[config.mk]
export PLATFORM = sky130hd
export DESIGN_NAME = prht_ram
export DESIGN_NICKNAME = d
export VERILOG_FILES = /design/src/hdl/prht_ram.sv
export SDC_FILE = /design/constraint.sdc
export NUM_CORES = 1
export LEC_CHECK = 0
export BUFFER_PORTS_ARGS = -buffer_cell sky130_fd_sc_hd__buf_2
export CAP_MARGIN = 0
export CORE_MARGIN = 4
export CORE_UTILIZATION = 40
export CTS_CLUSTER_SIZE = 24
export DETAILED_ROUTE_END_ITERATION = 8
export MAX_ROUTING_LAYER = met4
export SYNTH_ARGS = -nofsm -noshare
export SYNTH_HDL_FRONTEND = slang
export SYNTH_SLANG_ARGS = --single-unit
[constraint.sdc]
create_clock -name clk -period 6.64 [get_ports clk]
set_input_delay 1.992 -clock clk [delete_from_list [all_inputs] [get_ports clk]]
set_output_delay 1.992 -clock clk [all_outputs]
set_load 0.02 [all_outputs]
[src/hdl/prht_ram.sv]
// Generic single-write, single-read RAM with registered read data.
module prht_ram #(
	parameter int WIDTH = 8,
	parameter int DEPTH = 64
) (
	input  logic                     clk,
	input  logic                     we,
	input  logic [$clog2(DEPTH)-1:0] waddr,
	input  logic [WIDTH-1:0]         wdata,
	input  logic                     re,
	input  logic [$clog2(DEPTH)-1:0] raddr,
	output logic [WIDTH-1:0]         rdata
);
	logic [WIDTH-1:0] mem_q [DEPTH];

	always_ff @(posedge clk) begin
		if (we) begin
			mem_q[waddr] <= wdata;
		end
		if (re) begin
			rdata <= mem_q[raddr];
		end
	end
endmodule

==> run_results.csv <==
group,metric,value,unit
worst_setup_path,end_kind,"flop",
clock_tree,h-tree-depth,2,
min_path,hp-class,"reg -> reg",
worst_setup_path,rr_startpoint,"mem_q[47][1]",
sta,final.setup_skew,0.0157,ns
clock_tree,cts_tree,"built",
synth,yosys_warnings,0,
sta,max-slew-margin-rel,0.190,
worst_setup_path,r2r_end,"rdata[1]",
placement,dpl.cell_count,1608,
synth,synth_compound_area_frac,0.0206,
detailed_routing,drt_first_pass_iters,5,
placement,gp_routability_congestion,0.759,
die,core,0.0501,mm²
sta,setup_viol,0,
worst_setup_path,startpoint,"raddr[1]",
sta,finalMaxSlewViolations,0,
cells_and_area,final_core_utilization,0.450,
synth,synth_seq_area_share,0.771,
cells_and_area,area_growth,11.2,%
pwr,powerDensity,291,mW/mm²
synth,synthXorXnorAreaFrac,0,
detailed_routing,initialDrtViolationCount,892,
run,max_cap_violations,0,
die,fp.dieH,233,µm
min_path,hold_end,"rdata[2]",
clock_tree,cts-root-buf,"clkbuf_16",
synth,synthSimpleGateAreaFrac,0.0337,
sta,fmax,232,MHz
sta,worst_pin_slew,1.22,ns
global_routing,grt_pass1_wl,66.7,mm
sta,period_share,0.650,
placement,portBuffers,30,
global_routing,grt_overflow,0,
clock_tree,cts_setup_buffers,0,
clock_tree,cts_buffers,50,
synth,ys_seq_elements,520,
sta,fin_tns_setup,0,ns
worst_setup_path,r2r_slack,4.46,ns
global_routing,grt_max_degree,68,
synth,netlist_instances,940,
synth,synth.avg_cell_area,21.5,µm²
sta,finalHoldViolations,0,
global_routing,grt_pass1_vias,9673,
global_routing,grt.total_usage,0.173,
clock_tree,clk_pin_slew,0.06,ns
synth,ys.flop_type,"edfxtp_1",
worst_setup_path,arrival,4.60,ns
min_path,min_path_cells,4,
die,initial_core_util,0.404,
synth,synth.net_count,963,
cells_and_area,instances_no_fill,1693,
synth,synth_top_family_by_area,"multiplexers",
detailed_routing,vias_per_cell,5.50,
detailed_routing,vias,9313,
min_path,hp-start,"mem_q[18][2]",
synth,async_flop_share,0,
global_routing,antenna_found_initial,1,
run_status,outcome,"completed",
cells_and_area,nNetsFinal,1011,
clock_tree,insertion_delay,0.56,ns
synth,ys_types,39,
synth,synth_edf_count,520,
synth,synth.mux.area_fraction,0.159,
clock_tree,cts_num_sinks,520,
worst_setup_path,required,6.92,ns
cells_and_area,drive_above_1_share,0.243,
clock_tree,cts_hold_buf,0,
sta,period_needed,4.32,ns
worst_setup_path,crit_type,"in -> reg",
worst_setup_path,start_kind,"primary input",
die,fp-row-count,82,
worst_setup_path,worstPathMaxFanout,48,
die,pin_count,31,
detailed_routing,ant_nets,0,
placement,dp_hpwl,26.4,mm
die,die_x,233,µm
pwr,ir_worst_vdd,0.170,mV
clock_tree,ctsResizeCount,0,
detailed_routing,drc,0,
die,die_area,0.0543,mm²
detailed_routing,wl,44.2,mm
synth,synth_fa_ha_area_frac,0,
clock_tree,cts_buffer_depth,3,
sta,rsz0062_at_grt,"false",
detailed_routing,wl_per_cell,26.1,µm
synth,synth_area,0.0202,mm²
worst_setup_path,r2r_cells,4,
pwr,p_leak,6.88,nW
-- critical path, cell delays in order --
cell and delay, ns:
buf_4 0.58, buf_4 0.41, mux4_2 0.53, mux2_2 0.28
a221oi_1 0.61, o2bb2ai_1 0.19
-- sequential cells by signal, summed over array words and instances, names as in the netlist --
name	cells
mem_q	512
rdata	8
-- layout by cell type, fill, tap and decap left out, types with 2 or more instances in the layout --
master | synthesis | routed
buf_2 | 11 | 27
nor2b_1 | 14 | 14
o32ai_1 | 2 | 2
clkbuf_1 | 17 | 15
nor2_1 | 83 | 83
nor4_1 | 2 | 2
o221ai_1 | 8 | 8
mux2i_1 | 23 | 23
o22ai_1 | 8 | 8
nand2_1 | 19 | 19
a2111oi_0 | 2 | 2
o21ai_0 | 2 | 2
clkbuf_16 | 0 | 51
nand4_1 | 2 | 2
nand3_1 | 13 | 13
clkinv_2 | 0 | 5
o221a_2 | 2 | 2
a211oi_1 | 4 | 4
nand2b_1 | 7 | 7
a22oi_1 | 3 | 3
clkinv_1 | 0 | 9
buf_4 | 13 | 18
a221oi_1 | 6 | 6
o2111ai_1 | 3 | 3
o2bb2ai_1 | 3 | 3
o41ai_1 | 2 | 2
mux4_2 | 126 | 126
nor3_1 | 7 | 7
o21a_1 | 2 | 2
a21oi_1 | 3 | 3
edfxtp_1 | 520 | 520
o21ai_1 | 2 | 2
mux2_2 | 13 | 13
nand3b_1 | 3 | 3
-- layer usage --
metal | wire (µm) | global-route usage | vias up
met5 | 0 | - | -
met4 | 876 | 0.0390 | 0
met3 | 2490 | 0.0261 | 66
met2 | 21700 | 0.273 | 280
met1 | 19100 | 0.240 | 4936
li1 | - | - | 4031
-- synth_stat cells (all sizes together), types with 2 or more instances --
cell | count | share of area
nand3 | 13 | 0.0032
o221ai | 8 | 0.0035
clkbuf | 17 | 0.0032
nor2 | 83 | 0.015
nand3b | 3 | 0.0011
nor4 | 2 | 0.00062
mux4 | 126 | 0.14
mux2 | 13 | 0.0072
nor2b | 14 | 0.0043
o2bb2ai | 3 | 0.0013
a21oi | 3 | 0.00074
mux2i | 23 | 0.011
nand2b | 7 | 0.0022
edfxtp | 520 | 0.77
a2111oi | 2 | 0.00087
o41ai | 2 | 0.00087
nor3 | 7 | 0.0017
a221oi | 6 | 0.0026
o221a | 2 | 0.0011
nand2 | 19 | 0.0035
o21ai | 4 | 0.00099
a211oi | 4 | 0.0015
o21a | 2 | 0.00074
o32ai | 2 | 0.00087
a22oi | 3 | 0.0011
nand4 | 2 | 0.00062
buf | 34 | 0.012
o2111ai | 3 | 0.0013
o22ai | 8 | 0.0025
-- report_power, final --
part,internal [W],switching (W)
Clock,0.00144,0.00113
Combinational,0.000121,0.000206
Sequential,0.00364,0.00000857
Total,0.00520,0.00135
-- worst max path at each step --
stage	end	slack, ns	cells after the start
after floorplan	rdata[3]	2.84	7
after global placement	rdata[1]	1.69	6
after detailed placement	rdata[1]	1.68	6
after CTS	rdata[1]	2.28	6
after global routing	rdata[4]	2.19	7
final	rdata[1]	2.32	6
-- final cells by class --
class                   count  area (µm²)
diodes                      1        2.50
clock buffers              66        1330
clock inverters            18         114
fillers                  4285       27500
multi-input cells         369        4320
flip-flops and latches    520       15600
well taps                 672         841
repair buffers             47         304
-- metrics by stage --
stage	setup slack [ns]	hold WS, ns	total power [W]	cell area [µm²]
2_1_floorplan	2.84	0.797	0.00391	20200
3_3_place_gp	1.69	0.869	0.00405	21100
3_5_place_dp	1.68	0.917	0.00405	21100
4_1_cts	2.28	0.932	0.00661	22500
5_1_grt	2.19	0.958	0.00676	22500
6_report	2.32	0.923	0.00655	22500
-- cells by family after synthesis --
group,Yosys count
muxes,162
and+or+nand+nor,153
DFF,520
buffers and inverters,51
AOI/OAI and AO/OA,54
(Power assumes the default switching activity.)
