**src/hdl/prht_pkg.sv**
```systemverilog
// Shared types and constants for the pointer region hit test block.
package prht_pkg;

	localparam int MAX_REGIONS = 64;
	localparam int ADDR_W      = $clog2(MAX_REGIONS);
	localparam int CNT_W       = $clog2(MAX_REGIONS + 1);
	localparam int FRAC_BITS   = 8;
	localparam int ROT_FRAC    = 14;

	typedef enum logic [2:0] {
		OP_BOUNDS  = 3'd0,
		OP_BASE    = 3'd1,
		OP_ROT     = 3'd2,
		OP_COUNT   = 3'd3,
		OP_POINTER = 3'd4
	} op_t;

	// Entry written by a bounds beat
	typedef struct packed {
		logic [2:0]         rflags;   // bit2 transform, bit1 visible, bit0 enabled
		logic [15:0]        key;
		logic signed [23:0] bh;
		logic signed [23:0] bw;
		logic signed [23:0] by;
		logic signed [23:0] bx;
	} bounds_t;

	// Entry written by a base rectangle beat
	typedef struct packed {
		logic signed [23:0] pvy;
		logic signed [23:0] pvx;
		logic signed [23:0] gh;
		logic signed [23:0] gw;
		logic signed [23:0] gy;
		logic signed [23:0] gx;
	} base_t;

	// Entry written by a rotation and scale beat
	typedef struct packed {
		logic               scale_ok;
		logic signed [23:0] isy;
		logic signed [23:0] isx;
		logic signed [15:0] sn;
		logic signed [15:0] cs;
	} rot_t;

	// Pointer event held between front and back
	typedef struct packed {
		logic [2:0]         flags;    // bit0 pressed, bit1 released, bit2 down
		logic signed [23:0] py;
		logic signed [23:0] px;
	} event_t;

	typedef struct packed {
		logic busy;
		logic pop;
	} back_stat_t;

	typedef enum logic [2:0] {
		ST_IDLE,
		ST_RD,
		ST_BOX,
		ST_MUL,
		ST_ROT,
		ST_SCL,
		ST_CMP,
		ST_DONE
	} back_state_t;

endpackage

```
**src/hdl/prht_front.sv**
```systemverilog
// Front end: accepts beats, writes the region table, queues pointer events.
module prht_front (
	input  logic                        clk,
	input  logic                        arst_n,
	input  logic                        s_tvalid,
	output logic                        s_tready,
	input  logic [2:0]                  op,
	input  logic [6:0]                  slot,
	input  logic signed [23:0]          wx,
	input  logic signed [23:0]          wy,
	input  logic signed [23:0]          ww,
	input  logic signed [23:0]          wh,
	input  logic signed [23:0]          kp,
	input  logic signed [23:0]          pvy,
	input  logic [2:0]                  flags,
	input  prht_pkg::back_stat_t        stat,
	output logic                        ev_valid,
	output prht_pkg::event_t            ev_head,
	output logic [prht_pkg::CNT_W-1:0]  count,
	output logic                        we_a,
	output logic                        we_b,
	output logic                        we_c,
	output logic [prht_pkg::ADDR_W-1:0] waddr,
	output prht_pkg::bounds_t           wdata_a,
	output prht_pkg::base_t             wdata_b,
	output prht_pkg::rot_t              wdata_c
);
	import prht_pkg::*;

	event_t              fifo_q [2];
	logic                wp_q, rp_q;
	logic [1:0]          fill_q;
	logic [CNT_W-1:0]    count_q;
	logic                acc, push, slot_ok, quiet;
	logic signed [15:0]  cs_sat, sn_sat;

	function automatic logic signed [15:0] sat16(input logic signed [23:0] v);
		if (v > 24'sd32767) begin
			return 16'sh7fff;
		end else if (v < -24'sd32768) begin
			return 16'sh8000;
		end
		return v[15:0];
	endfunction

	assign quiet    = (fill_q == 2'd0) && !stat.busy;
	// pointer events only need queue room; table writes wait for the back end to drain
	assign s_tready = (op == OP_POINTER) ? (fill_q != 2'd2) : quiet;
	assign acc      = s_tvalid && s_tready;
	assign push     = acc && (op == OP_POINTER);
	assign slot_ok  = slot < CNT_W'(MAX_REGIONS);

	assign cs_sat = sat16(wx);
	assign sn_sat = sat16(wy);

	assign waddr   = slot[ADDR_W-1:0];
	assign we_a    = acc && slot_ok && (op == OP_BOUNDS);
	assign we_b    = acc && slot_ok && (op == OP_BASE);
	assign we_c    = acc && slot_ok && (op == OP_ROT);
	assign wdata_a = '{rflags: flags, key: kp[15:0], bh: wh, bw: ww, by: wy, bx: wx};
	assign wdata_b = '{pvy: pvy, pvx: kp, gh: wh, gw: ww, gy: wy, gx: wx};
	assign wdata_c = '{scale_ok: flags[0], isy: wh, isx: ww, sn: sn_sat, cs: cs_sat};

	assign ev_valid = fill_q != 2'd0;
	assign ev_head  = fifo_q[rp_q];
	assign count    = count_q;

	always_ff @(posedge clk) begin
		if (push) begin
			fifo_q[wp_q] <= '{flags: flags, py: wy, px: wx};
		end
	end

	always_ff @(posedge clk or negedge arst_n) begin
		if (!arst_n) begin
			wp_q    <= 1'b0;
			rp_q    <= 1'b0;
			fill_q  <= 2'd0;
			count_q <= '0;
		end else begin
			if (push) begin
				wp_q <= !wp_q;
			end
			if (stat.pop) begin
				rp_q <= !rp_q;
			end
			fill_q <= fill_q + 2'(push) - 2'(stat.pop);
			if (acc && op == OP_COUNT) begin
				count_q <= (slot > 7'(MAX_REGIONS)) ? CNT_W'(MAX_REGIONS) : CNT_W'(slot);
			end
		end
	end
endmodule

```
**config.mk**
```make
export PLATFORM = sky130hd
export DESIGN_NAME = prht_front
export DESIGN_NICKNAME = d
export VERILOG_FILES = /design/src/hdl/prht_pkg.sv /design/src/hdl/prht_front.sv
export SDC_FILE = /design/constraint.sdc
export NUM_CORES = 1
export LEC_CHECK = 0
export ABC_CLOCK_PERIOD_IN_PS = 3310
export BUFFER_PORTS_ARGS = -buffer_cell sky130_fd_sc_hd__buf_2
export CORE_AREA = 2 2 223 225
export CTS_CLUSTER_DIAMETER = 60
export DETAILED_ROUTE_END_ITERATION = 8
export DIE_AREA = 0 0 225 227
export SLEW_MARGIN = 20
export SYNTH_ARGS = -nofsm -noshare
export SYNTH_HDL_FRONTEND = slang
export SYNTH_SLANG_ARGS = --single-unit
```
**constraint.sdc**
```tcl
create_clock -name clk -period 3.31 [get_ports clk]
set_input_delay 0.1655 -clock clk [delete_from_list [all_inputs] [get_ports clk]]
set_output_delay 0.1655 -clock clk [all_outputs]
set_load 0.03 [all_outputs]
```
==> key figures <==
Clock tree
  • CTS clock-pin slew for the worst setup and hold paths: 0.06 ns
  • Total CTS buffers: 17
  • CTS tree: yes
  • CTS root buf: clkbuf_16
  • Bufs on Longest Clock Path: 2
  • Clock latency on the worst-skew pair: 0.43 ns
  • Hold_buf cts: 44
  • H-tree lvl count: 4
  • PostCTS Resize Cnt: 0
  • Post-CTS Setup Inserts: 0
  • Sink Count: 113

Synthesis
  • Seq/Total Area, Yosys: 0.4676
  • Simple-Gate Fraction of Synth Area: 0.05065
  • Synthesized flop and latch total: 113
  • Xor/xnor share of the synthesized area: 0.004907
  • Syn avg cell area: 11.68 µm²
  • Mapped Cells: 611
  • Combinational family with the most area after synthesis: buffers and inverters
  • Post-synthesis net count: 775
  • Synth Area in Compound Gates: 0.03856
  • Synth Area in Adders: 0.003505
  • Synth unique cells: 25
  • Ys Warns: 0
  • Post-synthesis mux area share: 0.09148
  • Synth Cell Area: 0.007139 mm²

Power and ir drop
  • LEAKAGE: 3.143 nW
  • Net Sw Power: 1.767 mW
  • Switching share of power: 0.3173
  • PwrDens: 694.0 mW/mm²
  • Pwr Total: 5.568 mW
  • Seq pwr share: 0.317
  • Comb pwr share: 0.290
  • Peak supply drop: 0.0003459 V
  • Pint: 3.801 mW
  • Clock share of power: 0.393

Detailed routing
  • Routed Antenna Nets: 0
  • DRT iter0 DRCs: 152
  • Routed WL per cell: 17.68 µm
  • Via/cell ratio: 3.355
  • DRC Markers: 0
  • TritonRoute pass-1 iters: 4
  • Final Routed Wirelength: 21990 µm
  • Via count: 4174

Timing
  • Highest Clock Rate: 378.1 MHz
  • Relative slew slack: 0.4821
  • Worst-Margin Slew: 0.7697 ns
  • Final setup viols: 0
  • Crit share post-route: 0.7991
  • Unrepaired setup endpoints after global routing: false
  • Final Skew: 0.01317 ns
  • Period minus WS final: 2.645 ns
  • Setup_tns: 0 ns
  • Final Hold Vio Count: 0
  • Fin. max-slew vios: 0

Setup path
  • Worst Path Max Fanout: 15
  • Critical Path End: wdata_c[13]
  • CP arrival: 2.48 ns
  • CP startpoint kind: input pin
  • Worst reg2reg endpoint: fifo_q[0][27]
  • Critical Path Source: wx[20]
  • R2r worst-path depth: 4
  • CP endpoint kind: output port
  • Critical path type: in2out
  • R2r setup slk: 1.21 ns
  • Worst r2r src: fill_q[1]
  • Worst path required time: 3.14 ns

GRT
  • Met1 GRT Util: 0.06447
  • Grt ovf: 0
  • Largest net degree at the start of global routing: 52
  • Number of antenna violations at the first check in global routing: 3
  • Top Usage Layer GRT: met2
  • GR Util met2: 0.1472
  • Met3 usage: 0.05111
  • Number of global-route vias before repair: 3950
  • GRT Overall Usage: 0.08070
  • First-pass GRT wire length: 28520 µm

Finish
  • Non-filler cells, final: 1244
  • Filler cells: 5344
  • Most frequent cells in the layout: buf_2 (266), edfxtp_1 (102), mux2_2 (58)
  • Most common cell after layout, fill and taps aside: buf_2
  • Area Growth Syn to Fin: 12.37%
  • Final-stage net count: 772
  • Fin util: 0.1653
  • Layout cell share with drive strength beyond 1: 0.5862

Status
  • Status: complete, no violations

Flow run
  • MaxCap Viol Count: 0

Die
  • I/O pin count: 571
  • Die height: 227 µm
  • Initial Util: 0.1471
  • Die area: 0.05108 mm²
  • Die X: 225 µm
  • Std cell rows: 81
  • Floorplan core area: 0.04855 mm²

Placement
  • DP HPWL: 16940 µm
  • Final Wtd Congestion: 0.6836
  • IO Port Bufs: 266
  • Placed insts: 1167

Hold path
  • Hold WC Path Type: in2reg
## layout make-up
cell class	instances	area, µm²	area share
timing repair buffer	314	1814	0.2261
inverter	3	11.26	0.001404
multi-input combinational	159	1365	0.1701
clock buffer	22	484.2	0.06036
tap	622	778.2	0.09701
clock inverter	10	227.7	0.02838
sequential	113	3339	0.4163
antenna	1	2.502	0.0003119
## worst max-delay path, stage by stage
cell	delay, ns
dlygate4sd3_1	0.53
buf_2	0.16
nor4_1	0.63
nand2_1	0.52
a2bb2oi_1	0.26
buf_2	0.20
## cells by family (layout without fill, tap and decap cells)
logic type | count (synthesis) | in the layout
xor gates and xnor gates | 4 | 4
adders and majority gates | 2 | 2
buffers and inverters | 339 | 349
and+or+nand+nor | 63 | 63
AOI/OAI and AO/OA | 32 | 32
DFF | 113 | 113
muxes | 58 | 58
other | 0 | 1
## through the flow
step	setup slack [ns]	hold slack [ns]	cell area [µm²]
final	0.6649	0.03548	8023
after global routing	0.5539	0.01537	8023
after CTS	0.6055	0.01109	8020
after detailed placement	1.186	0.05555	6868
after global placement	1.246	0.05057	6868
after floorplan	-0.07652	-0.1301	7139
## cell usage after synthesis, drive strengths merged
library cell	number	area [µm²]
a2bb2oi	30	262.8
and4	4	35.03
nand3	31	155.2
o211ai	1	7.510
mux2	58	653.1
nor3b	2	15.01
clkbuf	22	82.58
or2	1	6.260
ha	2	25.02
xnor2	3	26.28
nor2b	7	43.79
nor2	6	22.52
nor3	2	21.27
xor2	1	8.760
edfxtp	102	3063
nand4b	1	8.760
or4b	1	10.01
buf	314	2357
nor4	4	25.02
or2b	1	7.510
dfrtp	11	275.3
o21ai	1	5.000
inv	3	11.26
nand2	3	11.26
## power groups by stage
stage,sequential [mW],clock (mW),combinational (mW)
finish,1.76,2.19,1.62
global route,1.79,2.31,1.72
CTS,1.77,2.25,1.65
detailed placement,1.80,0,1.61
global placement,1.79,0,1.60
floorplan,1.76,0,1.67
## registers in the layout (all words and copies together), names as in the netlist
name	cells
fifo_q	102
rp_q	1
wp_q	1
fill_q	2
count	7
## worst min path at each step
| stage | depth (start not counted) | end | slack, ns | from |
|---|---|---|---|---|
| 6_report | 1 | fifo_q[1][8] | 0.04 | wx[8] |
| 5_1_grt | 1 | fifo_q[1][24] | 0.02 | wy[0] |
| 4_1_cts | 1 | fifo_q[1][24] | 0.01 | wy[0] |
| 3_5_place_dp | 1 | count[2] | 0.06 | arst_n |
| 3_3_place_gp | 1 | count[2] | 0.05 | arst_n |
| 2_1_floorplan | 0 | count[0] | -0.13 | arst_n |
## layer usage
layer,vias up,share of wire
met4,0,0.043
met2,395,0.53
met1,1905,0.29
met5,-,0
li1,1800,-
met3,74,0.13
No activity file was read; power rests on OpenSTA's default activity.
